===== src/hdl/chgw_pkg.sv =====
// Shared package of the gift-wrapping convex hull block.
// Holds default sizes, field widths, status codes and the scan control structs.
// No dependencies; every other file of the block uses it.
`timescale 1ns / 1ps
`default_nettype none

package chgw_pkg;

  // Default sizes for the top-level parameters.
  localparam int MAX_POINTS_DEF = 64;
  localparam int COORD_BITS_DEF = 16;

  // Fixed widths of the channel fields.
  localparam int FIELD_W  = 16;
  localparam int IDX_W    = 6;
  localparam int STATUS_W = 2;

  // A hull needs at least this many points.
  localparam int MIN_POINTS = 3;

  // Result status codes.
  localparam logic [STATUS_W-1:0] ST_OK   = 2'd0;
  localparam logic [STATUS_W-1:0] ST_FEW  = 2'd1;
  localparam logic [STATUS_W-1:0] ST_OPEN = 2'd2;

  // Controller to turn pipeline.
  typedef struct packed {
    logic issue;
    logic flush;
  } scan_ctl_t;

  // Turn pipeline to controller.
  typedef struct packed {
    logic valid;
    logic cw;
    logic busy;
  } scan_stat_t;

endpackage

`default_nettype wire


===== src/hdl/chgw_if.sv =====
// Channel interfaces of the convex hull block: point input and hull result.
// Each carries valid, ready and the payload; depends on chgw_pkg for widths.
`timescale 1ns / 1ps
`default_nettype none

interface chgw_in_if;
  logic                                valid;
  logic                                ready;
  logic signed [chgw_pkg::FIELD_W-1:0] x;
  logic signed [chgw_pkg::FIELD_W-1:0] y;
  logic                                last;

  modport source (output valid, output x, output y, output last, input ready);
  modport sink   (input valid, input x, input y, input last, output ready);
endinterface

interface chgw_out_if;
  logic                               valid;
  logic                               ready;
  logic [chgw_pkg::IDX_W-1:0]         vertex_index;
  logic [chgw_pkg::STATUS_W-1:0]      status;
  logic                               end_of_hull;

  modport source (output valid, output vertex_index, output status, output end_of_hull,
                  input ready);
  modport sink   (input valid, input vertex_index, input status, input end_of_hull,
                  output ready);
endinterface

`default_nettype wire


===== src/hdl/chgw_ram.sv =====
// Simple dual-port synchronous RAM with one write and one registered read port.
// Used for the point store and the hull vertex buffer; depends on chgw_pkg.
`timescale 1ns / 1ps
`default_nettype none

module chgw_ram #(
  parameter int WIDTH = 2 * chgw_pkg::COORD_BITS_DEF,
  parameter int DEPTH = chgw_pkg::MAX_POINTS_DEF,
  localparam int AW   = $clog2(DEPTH)
) (
  input  wire logic             clk,
  input  wire logic             wr_en,
  input  wire logic [AW-1:0]    wr_addr,
  input  wire logic [WIDTH-1:0] wr_data,
  input  wire logic             rd_en,
  input  wire logic [AW-1:0]    rd_addr,
  output logic      [WIDTH-1:0] rd_data
);

  logic [WIDTH-1:0] mem_r [DEPTH];
  logic [WIDTH-1:0] rd_data_r;

  // Write port.
  always_ff @(posedge clk) begin
    if (wr_en) begin
      mem_r[wr_addr] <= wr_data;
    end
  end

  // Registered read port; the data holds until the next read.
  always_ff @(posedge clk) begin
    if (rd_en) begin
      rd_data_r <= mem_r[rd_addr];
    end
  end

  assign rd_data = rd_data_r;

endmodule

`default_nettype wire


===== src/hdl/chgw_turn.sv =====
// Orientation pipeline: tests each scanned point against the current edge p->q.
// Takes point words from the point RAM; depends on chgw_pkg for control structs.
`timescale 1ns / 1ps
`default_nettype none

module chgw_turn #(
  parameter int COORD_BITS = chgw_pkg::COORD_BITS_DEF,
  parameter int AW         = $clog2(chgw_pkg::MAX_POINTS_DEF),
  localparam int DW        = COORD_BITS + 1,
  localparam int PW        = 2 * DW
) (
  input  wire logic                         clk,
  input  wire logic                         rst_n,
  input  wire chgw_pkg::scan_ctl_t          ctl,
  input  wire logic        [AW-1:0]         iss_idx,
  input  wire logic        [2*COORD_BITS-1:0] pt_data,
  input  wire logic signed [COORD_BITS-1:0] p_x,
  input  wire logic signed [COORD_BITS-1:0] p_y,
  input  wire logic signed [DW-1:0]         dq_x,
  input  wire logic signed [DW-1:0]         dq_y,
  output chgw_pkg::scan_stat_t              stat,
  output logic             [AW-1:0]         res_idx,
  output logic signed      [COORD_BITS-1:0] res_x,
  output logic signed      [COORD_BITS-1:0] res_y,
  output logic signed      [DW-1:0]         res_dx,
  output logic signed      [DW-1:0]         res_dy
);

  logic signed [COORD_BITS-1:0] pt_x;
  logic signed [COORD_BITS-1:0] pt_y;

  logic v0_r, v1_r, v2_r;
  logic [AW-1:0] idx0_r, idx1_r, idx2_r;
  logic signed [COORD_BITS-1:0] x1_r, y1_r, x2_r, y2_r;
  logic signed [DW-1:0] dx1_r, dy1_r, dx2_r, dy2_r;
  logic signed [PW-1:0] pa_nxt, pb_nxt, pa_r, pb_r;

  assign pt_x = pt_data[COORD_BITS-1:0];
  assign pt_y = pt_data[2*COORD_BITS-1:COORD_BITS];

  // Stage valid bits; a flush drops everything in flight.
  always_ff @(posedge clk) begin
    if (!rst_n) begin
      v0_r <= 1'b0;
      v1_r <= 1'b0;
      v2_r <= 1'b0;
    end else if (ctl.flush) begin
      v0_r <= 1'b0;
      v1_r <= 1'b0;
      v2_r <= 1'b0;
    end else begin
      v0_r <= ctl.issue;
      v1_r <= v0_r;
      v2_r <= v1_r;
    end
  end

  // Cross product terms of (i - p) x (q - p), compared instead of subtracted.
  assign pa_nxt = dx1_r * dq_y;
  assign pb_nxt = dq_x * dy1_r;

  // Payload stages: read index, offsets from p, then the two products.
  always_ff @(posedge clk) begin
    if (ctl.issue) begin
      idx0_r <= iss_idx;
    end
    idx1_r <= idx0_r;
    x1_r   <= pt_x;
    y1_r   <= pt_y;
    dx1_r  <= DW'(pt_x) - DW'(p_x);
    dy1_r  <= DW'(pt_y) - DW'(p_y);
    idx2_r <= idx1_r;
    x2_r   <= x1_r;
    y2_r   <= y1_r;
    dx2_r  <= dx1_r;
    dy2_r  <= dy1_r;
    pa_r   <= pa_nxt;
    pb_r   <= pb_nxt;
  end

  // A strictly negative cross product means the turn p -> i -> q is clockwise.
  assign stat.valid = v2_r;
  assign stat.cw    = pa_r < pb_r;
  assign stat.busy  = v0_r | v1_r | v2_r;

  assign res_idx = idx2_r;
  assign res_x   = x2_r;
  assign res_y   = y2_r;
  assign res_dx  = dx2_r;
  assign res_dy  = dy2_r;

endmodule

`default_nettype wire


===== src/hdl/convex_hull_gift_wrap.sv =====
// Top level of the gift-wrapping convex hull block: controller, point RAM, hull buffer.
// Depends on chgw_pkg, chgw_if, chgw_ram and chgw_turn.
`timescale 1ns / 1ps
`default_nettype none

// Points are loaded one per cycle into a point RAM (up to MAX_POINTS; further points are
// dropped). The point marked last starts the walk, and no point is taken until the walk
// and its results are done. For each hull vertex the scan reads the point RAM one entry
// per cycle through a three-stage orientation pipeline that restarts after each candidate
// replacement. Results leave from an output register, each read from the hull buffer in
// S_ERD and loaded in S_EPUT; a set with fewer than three points, or a walk that does
// not close within MAX_POINTS vertices, gives a single status result. The start vertex
// is found during loading at no cost.
module convex_hull_gift_wrap #(
  parameter int MAX_POINTS = chgw_pkg::MAX_POINTS_DEF,
  parameter int COORD_BITS = chgw_pkg::COORD_BITS_DEF
) (
  input wire logic   clk,
  input wire logic   rst_n,
  chgw_in_if.sink    in_ch,
  chgw_out_if.source out_ch
);

  localparam int AW  = $clog2(MAX_POINTS);
  localparam int CW  = $clog2(MAX_POINTS + 1);
  localparam int CB  = COORD_BITS;
  localparam int DW  = CB + 1;
  localparam int PTW = 2 * CB;
  localparam int IW  = chgw_pkg::IDX_W;

  // Controller states.
  localparam logic [3:0] S_LOAD = 4'd0;
  localparam logic [3:0] S_FEW  = 4'd1;
  localparam logic [3:0] S_OPEN = 4'd2;
  localparam logic [3:0] S_INIT = 4'd3;
  localparam logic [3:0] S_VTX  = 4'd4;
  localparam logic [3:0] S_QLD  = 4'd5;
  localparam logic [3:0] S_SCAN = 4'd6;
  localparam logic [3:0] S_ERD  = 4'd7;
  localparam logic [3:0] S_EPUT = 4'd8;

  logic [3:0] state_r, state_nxt;

  logic [CW-1:0] count_r, n_r, iss_r, steps_r, emit_r;
  logic [AW-1:0] start_idx_r, p_idx_r, q_idx_r;
  logic signed [CB-1:0] min_y_r, start_x_r, p_x_r, p_y_r, q_x_r, q_y_r;
  logic signed [DW-1:0] dq_x_r, dq_y_r;

  logic                          out_valid_r;
  logic [IW-1:0]                 out_idx_r;
  logic [chgw_pkg::STATUS_W-1:0] out_status_r;
  logic                          out_end_r;

  logic signed [CB-1:0] in_x_c, in_y_c, rd_x, rd_y;
  logic in_xfer, out_xfer, store_ok, out_free, replace, issue, scan_done;
  logic closed, steps_full, emit_last;
  logic [CW-1:0] n_after, p_inc;
  logic [AW-1:0] q_first, pt_rd_addr;

  logic [PTW-1:0] pt_rd;
  logic [AW-1:0]  hb_rd;

  chgw_pkg::scan_ctl_t  ctl;
  chgw_pkg::scan_stat_t stat;
  logic [AW-1:0]        res_idx;
  logic signed [CB-1:0] res_x, res_y;
  logic signed [DW-1:0] res_dx, res_dy;

  // Handshakes and coordinate narrowing to the internal width.
  assign in_ch.ready = (state_r == S_LOAD);
  assign in_xfer     = in_ch.valid & in_ch.ready;
  assign out_xfer    = out_valid_r & out_ch.ready;
  assign out_free    = !out_valid_r | out_ch.ready;
  assign in_x_c      = CB'(in_ch.x);
  assign in_y_c      = CB'(in_ch.y);
  assign store_ok    = count_r < CW'(MAX_POINTS);
  assign n_after     = count_r + CW'(store_ok);

  assign rd_x = pt_rd[CB-1:0];
  assign rd_y = pt_rd[PTW-1:CB];

  // Scan control: issue one read per cycle, restart after a replacement.
  assign replace    = stat.valid & stat.cw;
  assign issue      = (state_r == S_SCAN) && !replace && (iss_r < n_r);
  assign scan_done  = (state_r == S_SCAN) && (iss_r == n_r) && !stat.busy;
  assign ctl.issue  = issue;
  assign ctl.flush  = replace;

  // First candidate is the point after p, wrapping at n.
  assign p_inc   = CW'(p_idx_r) + CW'(1);
  assign q_first = (p_inc == n_r) ? '0 : p_inc[AW-1:0];

  assign closed     = (q_idx_r == start_idx_r);
  assign steps_full = (steps_r == CW'(MAX_POINTS));
  assign emit_last  = (CW'(emit_r + CW'(1)) == steps_r);

  assign pt_rd_addr = (state_r == S_VTX) ? q_first : iss_r[AW-1:0];

  chgw_ram #(
    .WIDTH (PTW),
    .DEPTH (MAX_POINTS)
  ) u_point_ram (
    .clk     (clk),
    .wr_en   (in_xfer & store_ok),
    .wr_addr (count_r[AW-1:0]),
    .wr_data ({in_y_c, in_x_c}),
    .rd_en   (issue | (state_r == S_VTX)),
    .rd_addr (pt_rd_addr),
    .rd_data (pt_rd)
  );

  chgw_ram #(
    .WIDTH (AW),
    .DEPTH (MAX_POINTS)
  ) u_hull_buf (
    .clk     (clk),
    .wr_en   (state_r == S_VTX),
    .wr_addr (steps_r[AW-1:0]),
    .wr_data (p_idx_r),
    .rd_en   (state_r == S_ERD),
    .rd_addr (emit_r[AW-1:0]),
    .rd_data (hb_rd)
  );

  chgw_turn #(
    .COORD_BITS (CB),
    .AW         (AW)
  ) u_turn (
    .clk     (clk),
    .rst_n   (rst_n),
    .ctl     (ctl),
    .iss_idx (iss_r[AW-1:0]),
    .pt_data (pt_rd),
    .p_x     (p_x_r),
    .p_y     (p_y_r),
    .dq_x    (dq_x_r),
    .dq_y    (dq_y_r),
    .stat    (stat),
    .res_idx (res_idx),
    .res_x   (res_x),
    .res_y   (res_y),
    .res_dx  (res_dx),
    .res_dy  (res_dy)
  );

  // Next state.
  always_comb begin
    state_nxt = state_r;
    unique case (state_r)
      S_LOAD: begin
        if (in_xfer && in_ch.last) begin
          state_nxt = (n_after < CW'(chgw_pkg::MIN_POINTS)) ? S_FEW : S_INIT;
        end
      end
      S_FEW, S_OPEN: begin
        if (out_free) begin
          state_nxt = S_LOAD;
        end
      end
      S_INIT: state_nxt = S_VTX;
      S_VTX:  state_nxt = S_QLD;
      S_QLD:  state_nxt = S_SCAN;
      S_SCAN: begin
        if (scan_done) begin
          if (closed) begin
            state_nxt = S_ERD;
          end else if (steps_full) begin
            state_nxt = S_OPEN;
          end else begin
            state_nxt = S_VTX;
          end
        end
      end
      S_ERD: state_nxt = S_EPUT;
      S_EPUT: begin
        if (out_free) begin
          state_nxt = emit_last ? S_LOAD : S_ERD;
        end
      end
      default: state_nxt = S_LOAD;
    endcase
  end

  // Control registers: state, counters and the output valid flag.
  always_ff @(posedge clk) begin
    if (!rst_n) begin
      state_r     <= S_LOAD;
      count_r     <= '0;
      n_r         <= '0;
      iss_r       <= '0;
      steps_r     <= '0;
      emit_r      <= '0;
      out_valid_r <= 1'b0;
    end else begin
      state_r <= state_nxt;
      if (in_xfer) begin
        count_r <= n_after;
        if (in_ch.last) begin
          n_r     <= n_after;
          count_r <= '0;
        end
      end
      if (state_r == S_INIT) begin
        steps_r <= '0;
      end
      if (state_r == S_VTX) begin
        steps_r <= steps_r + CW'(1);
      end
      if (state_r == S_QLD) begin
        iss_r <= '0;
      end
      if (replace) begin
        iss_r <= CW'(res_idx) + CW'(1);
      end else if (issue) begin
        iss_r <= iss_r + CW'(1);
      end
      if (scan_done) begin
        emit_r <= '0;
      end
      if (state_r == S_EPUT && out_free) begin
        emit_r <= emit_r + CW'(1);
      end
      if (out_xfer) begin
        out_valid_r <= 1'b0;
      end
      if ((state_r == S_FEW || state_r == S_OPEN || state_r == S_EPUT) && out_free) begin
        out_valid_r <= 1'b1;
      end
    end
  end

  // Walk registers: lowest point, edge ends p and q, offset of q from p.
  always_ff @(posedge clk) begin
    if (in_xfer && store_ok && (count_r == '0 || in_y_c < min_y_r)) begin
      min_y_r     <= in_y_c;
      start_x_r   <= in_x_c;
      start_idx_r <= count_r[AW-1:0];
    end
    if (state_r == S_INIT) begin
      p_idx_r <= start_idx_r;
      p_x_r   <= start_x_r;
      p_y_r   <= min_y_r;
    end
    if (state_r == S_VTX) begin
      q_idx_r <= q_first;
    end
    if (state_r == S_QLD) begin
      q_x_r  <= rd_x;
      q_y_r  <= rd_y;
      dq_x_r <= DW'(rd_x) - DW'(p_x_r);
      dq_y_r <= DW'(rd_y) - DW'(p_y_r);
    end
    if (replace) begin
      q_idx_r <= res_idx;
      q_x_r   <= res_x;
      q_y_r   <= res_y;
      dq_x_r  <= res_dx;
      dq_y_r  <= res_dy;
    end
    if (scan_done) begin
      p_idx_r <= q_idx_r;
      p_x_r   <= q_x_r;
      p_y_r   <= q_y_r;
    end
  end

  // Output payload register.
  always_ff @(posedge clk) begin
    if (out_free) begin
      if (state_r == S_FEW) begin
        out_idx_r    <= '0;
        out_status_r <= chgw_pkg::ST_FEW;
        out_end_r    <= 1'b1;
      end else if (state_r == S_OPEN) begin
        out_idx_r    <= '0;
        out_status_r <= chgw_pkg::ST_OPEN;
        out_end_r    <= 1'b1;
      end else if (state_r == S_EPUT) begin
        out_idx_r    <= IW'(hb_rd);
        out_status_r <= chgw_pkg::ST_OK;
        out_end_r    <= emit_last;
      end
    end
  end

  assign out_ch.valid        = out_valid_r;
  assign out_ch.vertex_index = out_idx_r;
  assign out_ch.status       = out_status_r;
  assign out_ch.end_of_hull  = out_end_r;

  // A pipeline result always refers to a loaded point.
  a_res_in_range: assert property (@(posedge clk) disable iff (!rst_n)
    stat.valid |-> (CW'(res_idx) < n_r))
    else $error("turn result index beyond point count");

  // The scan never issues past the last point.
  a_iss_bound: assert property (@(posedge clk) disable iff (!rst_n)
    (state_r == S_SCAN) |-> (iss_r <= n_r))
    else $error("scan index beyond point count");

  // The walk never records more vertices than the buffer holds.
  a_steps_bound: assert property (@(posedge clk) disable iff (!rst_n)
    (state_r == S_VTX) |-> (steps_r < CW'(MAX_POINTS)))
    else $error("hull buffer overrun");

  // A status result is always alone, closes the set and carries index zero.
  a_status_alone: assert property (@(posedge clk) disable iff (!rst_n)
    (out_valid_r && out_status_r != chgw_pkg::ST_OK) |-> (out_end_r && out_idx_r == '0))
    else $error("status result malformed");

endmodule

`default_nettype wire


===== src/flat_wrapper.sv =====
// flat-port wrapper written by rule: the top's interface ports become plain ports
module convex_hull_gift_wrap_flat 
#(
  parameter int MAX_POINTS = chgw_pkg::MAX_POINTS_DEF,
  parameter int COORD_BITS = chgw_pkg::COORD_BITS_DEF
)
  (clk, rst_n, in_ch_valid, in_ch_x, in_ch_y, in_ch_last, in_ch_ready, out_ch_valid, out_ch_vertex_index, out_ch_status, out_ch_end_of_hull, out_ch_ready);
  chgw_in_if in_ch_i ();
  chgw_out_if out_ch_i ();
  input wire logic clk;
  input wire logic rst_n;
  input wire logic [$bits(in_ch_i.valid)-1:0] in_ch_valid;
  input wire logic [$bits(in_ch_i.x)-1:0] in_ch_x;
  input wire logic [$bits(in_ch_i.y)-1:0] in_ch_y;
  input wire logic [$bits(in_ch_i.last)-1:0] in_ch_last;
  output wire logic [$bits(in_ch_i.ready)-1:0] in_ch_ready;
  output wire logic [$bits(out_ch_i.valid)-1:0] out_ch_valid;
  output wire logic [$bits(out_ch_i.vertex_index)-1:0] out_ch_vertex_index;
  output wire logic [$bits(out_ch_i.status)-1:0] out_ch_status;
  output wire logic [$bits(out_ch_i.end_of_hull)-1:0] out_ch_end_of_hull;
  input wire logic [$bits(out_ch_i.ready)-1:0] out_ch_ready;
  assign in_ch_i.valid = in_ch_valid;
  assign in_ch_i.x = in_ch_x;
  assign in_ch_i.y = in_ch_y;
  assign in_ch_i.last = in_ch_last;
  assign in_ch_ready = in_ch_i.ready;
  assign out_ch_valid = out_ch_i.valid;
  assign out_ch_vertex_index = out_ch_i.vertex_index;
  assign out_ch_status = out_ch_i.status;
  assign out_ch_end_of_hull = out_ch_i.end_of_hull;
  assign out_ch_i.ready = out_ch_ready;
  convex_hull_gift_wrap #(.MAX_POINTS(MAX_POINTS), .COORD_BITS(COORD_BITS)) u_core (.clk(clk), .rst_n(rst_n), .in_ch(in_ch_i), .out_ch(out_ch_i));
endmodule

===== config.mk =====
export PLATFORM = sky130hd
export DESIGN_NAME = convex_hull_gift_wrap_flat
export DESIGN_NICKNAME = d
export VERILOG_FILES = /design/src/hdl/chgw_pkg.sv /design/src/hdl/chgw_if.sv /design/src/hdl/chgw_ram.sv /design/src/hdl/chgw_turn.sv /design/src/hdl/convex_hull_gift_wrap.sv /design/src/flat_wrapper.sv
export SDC_FILE = /design/constraint.sdc
export NUM_CORES = 2
export LEC_CHECK = 0
export BUFFER_PORTS_ARGS = -buffer_cell sky130_fd_sc_hd__buf_2
export CORE_ASPECT_RATIO = 0.5
export CORE_UTILIZATION = 40
export CTS_CLUSTER_SIZE = 8
export DETAILED_ROUTE_END_ITERATION = 16
export GPL_TIMING_DRIVEN = 1
export PLACE_DENSITY_LB_ADDON = 0.08
export SYNTH_ARGS = -nofsm -noshare
export SYNTH_HDL_FRONTEND = slang
export SYNTH_HIERARCHICAL = 1
export SYNTH_SLANG_ARGS = --single-unit

===== constraint.sdc =====
create_clock -name clk -period 7.6 [get_ports clk]
set_input_delay 0.76 -clock clk [delete_from_list [all_inputs] [get_ports clk]]
set_output_delay 0.76 -clock clk [all_outputs]
set_load 0.02 [all_outputs]

==> results.md <==
* Status: complete, no violations
* Max-slew violation count at 0
* DRC Markers at 0
* Postcts setup bufs at 0
* Post-cts gate resize count at 0
* Unique masters post-synth at 98
* Sequential fraction of the synthesis area at 0.6315
* Most common cell after layout, fill and taps aside: edfxtp_1
* Avg Cell Area, Syn at ~17 µm²
* R2R setup slack at 0.59 ns
* Die Y at between 400 and 500 µm
* Die area at 0.3357 mm²
* EDFF count, synth at between 2,000 and 3,000
* Final TNS setup at 0 ns
* Slew margin rel. at 0.1552
* Floorplan core area at about 0.33 mm²
* DRT iter0 DRCs at between 6,000 and 7,000
* Area delta synth->final at 13.46%
* Post-detail-place hpwl at 236.2 mm
* First-pass GRT wire length at ~530 mm
* All-Layer GR Usage at 0.2181
* DR vias/cell at 5.451
* Ys async rst share at 0
* Routability cong. at between 0.7 and 0.8
* Most frequent cells in the layout: 2,633 x edfxtp_1, 716 x inv_1, 631 x mux4_2, 596 x fa_1, 499 x nand2_1
* Net Count, Synth at 8,924
* Worst EP required at roughly 8.4 ns
* Yosys warnings at 6
* 1st-pass router iterations at 5
* Clk Tree Root Cell: clkbuf_16
* Critical R2R Launch: u_core/dq_y_r[8]
* Nets@finish at 9,314
* Top Ports at 48
* Worst path arrival time at approximately 8 ns
* Die outline width at about 820 µm
* Final hold violations at 0
* CP max FO at 17
* Critical setup path kind: reg2reg
* CTS H-tree lvls at 5
* I/O Buffers at 47
* Clk buf depth at 4
* Hold-critical path depth at 1
* Hold Path Origin: in_ch_y[1]
* Clk_lat worst skew at 0.95 ns
* Layout cells sized above 1 at 0.1815
* Final min period at 7.009 ns
* Max Cap Viol at 0
* Synthesized area at ~0.13 mm²
* Worst r2r path cells at 20
* CTS clk-pin slew, worst paths at 0.06 ns
* FMAX at 0.1427 GHz
* Via count at 70,670
* Setup crit start kind: flip-flop
* CTS Buf Count at 403
* Reg2reg end: u_core/u_turn/pa_r[32]
* Final period util at 0.9222
* Unrepaired setup endpoints after global routing: false
* Pin count of the biggest net entering global routing at 96
* Post-CTS Hold Buffers at 0
* Wirelength, routed at 367.6 mm
* Initial antenna violation count at 22
* Hold crit path type: in2reg
* Setup violations, final at 0
* CTS sink cnt at 2,888
* Starting Density at 0.4032
* Clock skew at 0.1174 ns
* Total congestion overflow at 0
* Endpoint type of the worst setup path: flip-flop
* CTS tree: done
* Vias in the first global route at around 72,000
* Worst Hold Path EP: u_core/min_y_r[1]
* Synth Instances at 7,994
* ANT nets after route at 0
* #FFs+latches synth at 2,888
* Leading register cell type out of synthesis: edfxtp_1
* Least-Margin Pin Slew at approximately 1.3 ns
* Core Rows at 149
* Drt wl/cell at 28.36 µm
-- cell usage after synthesis, types with 11 or more instances --
master / n / area share
buf_6: 12 / 0.0010
mux2_2: 34 / 0.0029
fa_1: 596 / 0.090
nor2b_1: 62 / 0.0029
o22ai_1: 98 / 0.0046
nand3b_1: 13 / 0.00073
or3_1: 19 / 0.00089
a21o_1: 42 / 0.0024
dfxtp_1: 255 / 0.038
a21oi_1: 198 / 0.0074
nand2b_1: 51 / 0.0024
clkbuf_1: 195 / 0.0055
xnor2_1: 105 / 0.0069
buf_1: 26 / 0.00073
nand3_1: 57 / 0.0021
o21ai_0: 126 / 0.0047
nor2_1: 345 / 0.0097
edfxtp_1: 2633 / 0.59
mux4_2: 631 / 0.11
o21bai_1: 12 / 0.00068
and3_1: 18 / 0.00084
nand2_1: 501 / 0.014
inv_1: 717 / 0.020
a211oi_1: 20 / 0.0011
a21boi_0: 15 / 0.00084
nand4_1: 15 / 0.00070
buf_4: 29 / 0.0016
xor2_1: 39 / 0.0026
o21a_1: 25 / 0.0014
nor3_1: 43 / 0.0016
and2_1: 314 / 0.015
ha_1: 297 / 0.028
o2111ai_1: 11 / 0.00072
o221ai_1: 40 / 0.0026
o211ai_1: 14 / 0.00079
buf_2: 76 / 0.0029
a22oi_1: 18 / 0.0010
a31oi_1: 15 / 0.00070
mux2i_1: 114 / 0.0086
-- critical path, stage by stage (launching register included) --
cell	delay (ns)
edfxtp_1	0.84
nand2_1	0.17
fa_1	0.57
inv_1	0.05
fa_1	0.50
inv_1	0.06
fa_1	0.52
inv_1	0.05
fa_1	0.49
fa_1	0.53
fa_1	0.42
ha_1	0.35
a21o_1	0.19
a21o_1	0.19
a2111oi_0	0.56
o31a_1	0.35
o211ai_1	0.20
a2111oi_2	0.41
o31ai_1	0.13
a21oi_1	0.20
xnor2_1	0.13
-- layout make-up --
cell class	instances	area (µm²)
diodes	14	35.03
clock buffers	496	10500
clock inverters	20	324.1
fillers	28510	179300
inverters	718	2701
multi-input cells	4047	45370
flip-flops and latches	2888	84180
well taps	4454	5573
repair buffers	326	2542
-- how the worst max path moves through the flow --
stage / from / to / slack, ns / cells past startpoint
floorplan: u_core/state_r[2] / u_core/iss_r[2] / 0.90 / 5
global placement: u_core/dq_y_r[8] / u_core/u_turn/pa_r[33] / 0.54 / 20
detailed placement: u_core/dq_y_r[8] / u_core/u_turn/pa_r[32] / 0.51 / 20
CTS: u_core/dq_y_r[8] / u_core/u_turn/pa_r[32] / 0.49 / 20
global route: u_core/dq_y_r[8] / u_core/u_turn/pa_r[32] / 0.22 / 20
finish: u_core/dq_y_r[8] / u_core/u_turn/pa_r[32] / 0.59 / 20
-- registers in the layout, indices dropped and copies added, names as in the netlist, 17 cells and up --
| name | cells |
|---|---|
| u_core/u_turn/pa_r | 34 |
| u_core/u_turn/pb_r | 34 |
| u_core/u_turn/dy1_r | 17 |
| u_core/u_turn/res_dy | 17 |
| u_core/u_point_ram/mem_r | 2048 |
| u_core/dq_y_r | 17 |
| u_core/u_hull_buf/mem_r | 384 |
| u_core/u_turn/res_dx | 17 |
| u_core/u_point_ram/rd_data | 32 |
| u_core/dq_x_r | 17 |
| u_core/u_turn/dx1_r | 17 |
-- per-layer routing --
metal,vias up,GRT usage,part of all wire
met4,0,0.04000,0.017
met2,1790,0.3460,0.47
met5,-,0,0
met3,450,0.03171,0.054
li1,30500,-,-
met1,37930,0.3246,0.46
-- through the flow --
| stage | area (µm²) | hold slack (ns) | util | setup WS [ns] | instances |
|---|---|---|---|---|---|
| after floorplan | 133300 | 0.3096 | - | 0.8953 | 7994 |
| after global placement | 140400 | 0.3098 | 0.4247 | 0.5443 | 12430 |
| after detailed placement | 140400 | 0.3121 | 0.4247 | 0.5076 | 12430 |
| after CTS | 151200 | 0.2015 | 0.4574 | 0.4902 | 12950 |
| after global routing | 151200 | 0.2120 | 0.4574 | 0.2165 | 12950 |
| final | 151200 | 0.2435 | 0.4575 | 0.5913 | 12960 |
-- kinds of logic (layout without fill, tap and decap cells) --
| group | count (synthesis) | in the layout | share of synthesized area |
|---|---|---|---|
| muxes | 785 | 785 | 0.1192 |
| DFF | 2888 | 2888 | 0.6315 |
| xor gates and xnor gates | 144 | 144 | 0.009462 |
| adders and majority gates | 893 | 893 | 0.1174 |
| other | 0 | 14 | 0 |
| and+or+nand+nor | 1496 | 1496 | 0.05439 |
| AOI/OAI and AO/OA | 729 | 729 | 0.03562 |
| buffers and inverters | 1059 | 1560 | 0.03240 |
Power is left out: the tool's default activity adds up to more than one toggle a clock period on the data nets, which glitch-free logic cannot reach.
